<file path="src/rtl/oets_pkg.sv">
`timescale 1ns / 1ps
`default_nettype none

package oets_pkg;

  // Default capacity of the element row.
  localparam int MAX_ELEMENTS_DEF = 64;

  localparam int DATA_W = 32;

  typedef struct packed {
    logic signed [DATA_W-1:0] value;
    logic                     last;
  } in_t;

  typedef struct packed {
    logic signed [DATA_W-1:0] sorted_value;
    logic                     final_res;
    logic                     overflow;
  } out_t;

  // Commands from the controller to the element row.
  typedef struct packed {
    logic load_en;    // write the incoming element at the load index
    logic sort_en;    // run one compare-exchange phase
    logic odd_phase;  // phase parity: 0 orders (1,2),(3,4)..., 1 orders (0,1),(2,3)...
    logic shift_en;   // advance the row by one toward entry 0
  } cmd_t;

endpackage

`default_nettype wire

</file>
<file path="src/rtl/oets_ctrl.sv">
`timescale 1ns / 1ps
`default_nettype none

module oets_ctrl #(
  parameter int MAX_ELEMENTS = oets_pkg::MAX_ELEMENTS_DEF,
  parameter int CW           = $clog2(MAX_ELEMENTS + 1),
  parameter int IW           = $clog2(MAX_ELEMENTS)
) (
  input  wire logic          clk,
  input  wire logic          rst_n,
  input  wire logic          in_valid,
  input  wire logic          in_last,
  output logic               in_ready,
  output logic               out_valid,
  input  wire logic          out_ready,
  output logic               out_final,
  output logic               out_overflow,
  output oets_pkg::cmd_t     cmd,
  output logic [IW-1:0]      load_idx,
  output logic [CW-1:0]      count
);

  localparam logic [1:0] ST_LOAD = 2'd0;
  localparam logic [1:0] ST_SORT = 2'd1;
  localparam logic [1:0] ST_EMIT = 2'd2;

  logic [1:0]    state_r, state_nxt;
  logic [CW-1:0] count_r, count_nxt;
  logic [CW-1:0] phase_r, phase_nxt;
  logic          dropped_r, dropped_nxt;

  always_comb begin
    state_nxt   = state_r;
    count_nxt   = count_r;
    phase_nxt   = phase_r;
    dropped_nxt = dropped_r;
    in_ready    = 1'b0;
    out_valid   = 1'b0;
    cmd         = '0;
    cmd.odd_phase = phase_r[0];
    case (state_r)
      ST_LOAD: begin
        in_ready = 1'b1;
        if (in_valid) begin
          if (count_r < CW'(MAX_ELEMENTS)) begin
            cmd.load_en = 1'b1;
            count_nxt   = count_r + CW'(1);
          end else begin
            dropped_nxt = 1'b1;
          end
          if (in_last) begin
            state_nxt = ST_SORT;
            phase_nxt = '0;
          end
        end
      end
      ST_SORT: begin
        cmd.sort_en = 1'b1;
        phase_nxt   = phase_r + CW'(1);
        if (phase_r == count_r - CW'(1)) begin
          state_nxt = ST_EMIT;
        end
      end
      ST_EMIT: begin
        out_valid = 1'b1;
        if (out_ready) begin
          cmd.shift_en = 1'b1;
          count_nxt    = count_r - CW'(1);
          if (count_r == CW'(1)) begin
            state_nxt   = ST_LOAD;
            dropped_nxt = 1'b0;
          end
        end
      end
      default: begin
        state_nxt = ST_LOAD;
      end
    endcase
  end

  always_ff @(posedge clk) begin
    if (!rst_n) begin
      state_r   <= ST_LOAD;
      count_r   <= '0;
      phase_r   <= '0;
      dropped_r <= 1'b0;
    end else begin
      state_r   <= state_nxt;
      count_r   <= count_nxt;
      phase_r   <= phase_nxt;
      dropped_r <= dropped_nxt;
    end
  end

  assign load_idx     = count_r[IW-1:0];
  assign count        = count_r;
  assign out_final    = (count_r == CW'(1));
  assign out_overflow = dropped_r;

endmodule

`default_nettype wire

</file>
<file path="config.mk">
export PLATFORM = sky130hd
export DESIGN_NAME = oets_ctrl
export DESIGN_NICKNAME = d
export VERILOG_FILES = /design/src/rtl/oets_pkg.sv /design/src/rtl/oets_ctrl.sv
export SDC_FILE = /design/constraint.sdc
export NUM_CORES = 1
export LEC_CHECK = 0
export BUFFER_PORTS_ARGS = -buffer_cell sky130_fd_sc_hd__buf_2
export CORE_ASPECT_RATIO = 1.1
export CORE_MARGIN = 10
export CORE_UTILIZATION = 45
export DETAILED_ROUTE_END_ITERATION = 16
export PLACE_DENSITY = 0.73
export SYNTH_ARGS = -nofsm -noshare
export SYNTH_HDL_FRONTEND = slang
export SYNTH_SLANG_ARGS = --single-unit
</file>
<file path="constraint.sdc">
create_clock -name clk -period 2.01 [get_ports clk]
set_input_delay 0.1005 -clock clk [delete_from_list [all_inputs] [get_ports clk]]
set_output_delay 0.1005 -clock clk [all_outputs]
set_load 0.005 [all_outputs]
</file>
# After elaboration in Yosys (flattened, before gate mapping)
# Index checks and enable logic that the tools add are counted.
# classes
mux,26
n_addsub,3
n_eq_ne,11
n_lt_le_gt_ge,1
reduce_logical,7
# op_table
op,count
2-to-1 mux 7 bit,5
case mux 7 bit (2 select lines),2
adder 7 x 1 -> 7 bit (second input constant),2
!= test 2 bit (second input constant),7
2-to-1 mux 1 bit,12
2-to-1 mux 2 bit,5
AND reduction 5 bit,2
== test 7 x 1 -> 1 bit (second input constant),1
== test 7 bit,1
less-than comparator 7 bit (second input constant),1
subtractor 7 x 1 -> 7 bit (second input constant),1
case mux 2 bit (3 select lines),1
AND reduction 4 bit,1
nonzero test 2 bit,2
AND reduction 3 bit,1
== test 2 x 1 -> 1 bit (second input constant),1
== test 2 bit (second input constant),1
logical NOT 2 bit,1
case mux 1 bit (2 select lines),1
# totals
out_inout_bits,21
reg_bits,17
word_cells,52
inputBits,5

# Logic depth before layout (Yosys ltp)
# depth
word_depth,4
depth_mapped,9
ltp_nobuf,7

# Worst setup path after synthesis
# OpenSTA, ideal clock, no wires.
# synth_path
path_kind,reg-to-reg
from,register count_r[0] (netlist: count[0])
to,register state_r[0]
setup_slack_ps,156
arrival_ps,1733
n_path_buf,1
stages_incl_launch_ff,8
period_less_slack_ps,1854
path_cell_list,dfxtp_1 > clkbuf_1 > inv_1 > ha_1 > xnor2_1 > nor3_1 > nand3_1 > o311a_1
# synth_via
elab_chain_len,4
# synth_lines
element,line_no,text
start: declaration,oets_ctrl.sv:28,"logic [CW-1:0] count_r, count_nxt;"
start signal: assignment,oets_ctrl.sv:89,count_r <= count_nxt;
subtractor 7 x 1 -> 7 bit,oets_ctrl.sv:60,if (phase_r == count_r - CW'(1)) begin
== test 7 bit,oets_ctrl.sv:60,
!= test 2 bit (no line),-,
AND reduction 5 bit (no line) (*),-,
end signal: assignment,oets_ctrl.sv:88,state_r <= state_nxt;
end: declaration,oets_ctrl.sv:27,"logic [1:0] state_r, state_nxt;"
# Every way passes the cells marked *; elsewhere a longest branch is shown, timed or not.
# A chain may end at the register's enable or synchronous reset.

# Final worst setup path
# layout_path
from,register count_r[1] (netlist: count[1])
to,register state_r[0]
# The elaborated chain is that of the path after synthesis.

==> results list <==
- The flow ran to the end, and the final reports show no timing, DRC or antenna violations.
- CP Capture Type: register
- Summed over all layers, the routed wires come to 2.74 mm.
* Setup TNS Final: 0 ns
- Drt first-iter violations: 58
- The analysis attributes to net switching a power of 0.224 mW.
- Worst endpoint data arrival time: 1.97 ns
- Largest net degree at the start of global routing: 15
- Die boundary height: 73.7 um
- DRC: 0
* Portion of the post-synthesis area used by sequential elements: 28.9%
- Number of global-route vias before repair: 985
* Crit share post-route: 88.5%
- Relative to the synthesized area, the layout overhead comes to 9.66%.
- Hold Slack: 0.128 ns
- RD Place Congestion: 0.818
* Post-synth EDFFs: 0
- After filler insertion, the fill cell instance count of the layout stands at 258.
- After synthesis, the cell types taking the most area are sky130_fd_sc_hd__dfxtp_1 29%, sky130_fd_sc_hd__xnor2_1 8.9%, sky130_fd_sc_hd__xor2_1 6.7%.
* Synthesized instance count: 142
- Leading register cell type out of synthesis: sky130_fd_sc_hd__dfxtp_1
* Overall overflow remaining after global route: 0
* Post-synthesis instance area: 1180 um2
* Initial antenna violation count: 0
- Buffers on Ports: 25
- Clock skew on the completed layout was measured at 0.00297 ns.
* Worst reg2reg setup slack: 0.23 ns
- sky130_fd_sc_hd__dfxtp_1 takes more of the synthesized area than any other cell.
- Area share of the largest cell type after synthesis: 28.9%
- Setup violations remaining at the end of the flow were counted as 0.
- CTS built an H-tree with a depth of 1.
- Global Route Usage Sum: 11.8%
- In this run the deepest clock path goes through 2 buffers.
- For the pin with the worst max-slew slack, the measured transition is 0.433 ns.
- Pwr/cell area: 559 nW/um2
* FMAX: 0.562 GHz
- The number of hold buffers added after CTS was 0.
- Clock latency at the later pin of the worst-skew pair: 0.29 ns
- When the netlist entered floorplanning its net count stood at 151.
- The final count of hold timing violations came to 0.
- Of the total power, combinational logic draws 23.3%.
* Net count of the finished layout: 167
- Max-capacitance violation count: 0
- Measured against its own limit, the worst slew margin works out to 71.1%.
- TritonCTS built the clock tree.
- The sequential cells in the finished layout cover a total of 340 um2.
- Worst hold path class: in2reg
- The floorplan has 19 rows.
* Multi-input gate area: 732 um2
- Overall power consumption after layout is estimated at 0.722 mW.
- RSZ-0062 raised after global routing: no
- Cell chosen for the clock root: sky130_fd_sc_hd__clkbuf_4
* Flops & latches, synth: 17
- Gates resized during post-CTS repair numbered 0.
- Leakage power of the design: 0.595 nW
- Synthesis Warnings: 0
* Post-CTS clock slew at the launch and capture registers of the worst setup and hold paths: 0.11 ns
- Per report_power, the sequential group accounts for 50.4% of the total.
* Required time at the worst-slack endpoint: 2.20 ns
- Number of slew-limit violations in the final report: 0
- Initial cell density of the core: 47.2%
- The worst-case IR drop observed on VDD is 395 uV.
* Cell Int Power: 0.498 mW
* Detail-routed net length per standard cell: 14.6 um
- By startpoint and endpoint, the worst setup path is classified as reg2reg.
- The number of antenna diodes in the final layout is 0.
- The pre-antenna-repair detailed-routing pass consisted of 4 iterations.
* Total vias in the final route: 1020
- Measured along the x axis, the die boundary spans 68.8 um.
* Number of buffers created by CTS: 3
- DP Wirelength: 2.06 mm
- Counting I/O delays and the setup requirement, the final critical path takes 1.78 ns.
- The clock drives 17 sinks.
- Critical Path Source Type: register
* Antenna-violating nets left: 0
- The netlist uses 40 different library cells.
- Clock network power share: 26.3%
- At the placement stage, the worst setup path has a slack of 0.234 ns.
- Of the cells placed in the final design, the portion with a size suffix greater than 1 is 25.5%.
- The worst path meets setup with 0.230 ns of slack.
- For this design the top-level I/O count stands at 26.
- Number of setup buffers added after CTS: 0
* Wire length of the first global-routing pass: 4.67 mm
- Net switching is 31.1% of the power.
- Largest fanout of any net on the critical path: 8
- Avg Vias per Cell: 5.43
- Core box area: 2500 um2
- In the synthesized netlist the async set-or-reset flop fraction comes to 0%.
- Post-Synthesis Mean Instance Area: 8.30 um2
- The die covers 5070 um2.
[final timing paths]
path | start | depth (start not counted) | end
worst min-delay path | out_ready | 4 | state_r[1]
worst min register to register | out_overflow | 2 | out_overflow
worst max-delay path | count[1] | 6 | state_r[0]
worst max register to register | count[1] | 6 | state_r[0]
[synth_stat cells, types with 2 or more instances]
cell type	count
sky130_fd_sc_hd__nor2_1	9
sky130_fd_sc_hd__or4b_4	2
sky130_fd_sc_hd__buf_2	2
sky130_fd_sc_hd__a21oi_1	7
sky130_fd_sc_hd__nand4_1	3
sky130_fd_sc_hd__buf_4	8
sky130_fd_sc_hd__inv_1	2
sky130_fd_sc_hd__xor2_1	9
sky130_fd_sc_hd__nand2_1	19
sky130_fd_sc_hd__and2_1	7
sky130_fd_sc_hd__a21oi_2	2
sky130_fd_sc_hd__o211a_1	2
sky130_fd_sc_hd__nand2b_1	2
sky130_fd_sc_hd__ha_1	4
sky130_fd_sc_hd__nor3_1	3
sky130_fd_sc_hd__xnor2_1	12
sky130_fd_sc_hd__dfxtp_1	17
sky130_fd_sc_hd__clkbuf_1	6
sky130_fd_sc_hd__nand3_1	5
[stage by stage]
stage,instances,utilization (%),instance area [um2]
3_3_place_gp,184,50.7,1260
5_1_grt,188,51.8,1290
4_1_cts,188,51.8,1290
3_5_place_dp,184,50.7,1260
6_report,188,51.8,1290
2_1_floorplan,142,-,1180
[power by group through the flow]
stage,Combinational (mW),Sequential [mW],Clock (mW)
finish,0.169,0.364,0.190
detailed placement,0.166,0.372,0
global placement,0.162,0.370,0
floorplan,0.132,0.366,0
global route,0.188,0.368,0.211
CTS,0.170,0.364,0.200
[logic make-up after synthesis]
logic type	after synthesis	share of synthesized area, %
xor+xnor	21	15.6
compound gates	19	11.3
buf+inv	19	9.02
simple gates	62	31.0
fa+ha+maj	4	4.25
flops	17	28.9
[layer usage]
metal / vias up / global-route usage [%] / wire length (um)
met5: - / 0 / 0
met4: 0 / 4.82 / 16
met3: 2 / 3.95 / 334
met2: 38 / 18.6 / 1250
met1: 475 / 14.1 / 1140
li1: 505 / - / -
[critical path, cell delays in order, from the launching register on]
cell and delay (ns):
sky130_fd_sc_hd__dfxtp_1 0.47, sky130_fd_sc_hd__inv_1 0.12, sky130_fd_sc_hd__ha_1 0.33, sky130_fd_sc_hd__xnor2_1 0.13, sky130_fd_sc_hd__nor3_1 0.17, sky130_fd_sc_hd__nand3_1 0.13
sky130_fd_sc_hd__o311a_1 0.34
[state kept, by name (all words and copies together) (netlist names)]
signal        cells
count             7
out_overflow      1
phase_r           7
state_r           2
[layout by cell type (no fill, tap or decap), types with 3 or more instances in the layout]
master / instances
sky130_fd_sc_hd__buf_2: 25
sky130_fd_sc_hd__nand2_1: 19
sky130_fd_sc_hd__dfxtp_1: 17
sky130_fd_sc_hd__xnor2_1: 12
sky130_fd_sc_hd__nor2_1: 9
sky130_fd_sc_hd__xor2_1: 9
sky130_fd_sc_hd__and2_1: 7
sky130_fd_sc_hd__a21oi_1: 7
sky130_fd_sc_hd__nand3_1: 5
sky130_fd_sc_hd__ha_1: 4
sky130_fd_sc_hd__nand4_1: 3
sky130_fd_sc_hd__nor3_1: 3
sky130_fd_sc_hd__clkbuf_4: 3
[cell type report]
cell class                      count  share of cell area, %
Timing Repair Buffer               27                   10.8
Multi-Input combinational cell    106                   56.6
Inverter                            3                   1.06
Clock inverter                      1                  0.387
Clock buffer                        3                   1.74
Sequential cell                    17                   26.3
Tap cell                           31                   3.00
No activity file was read; power rests on OpenSTA's default activity.
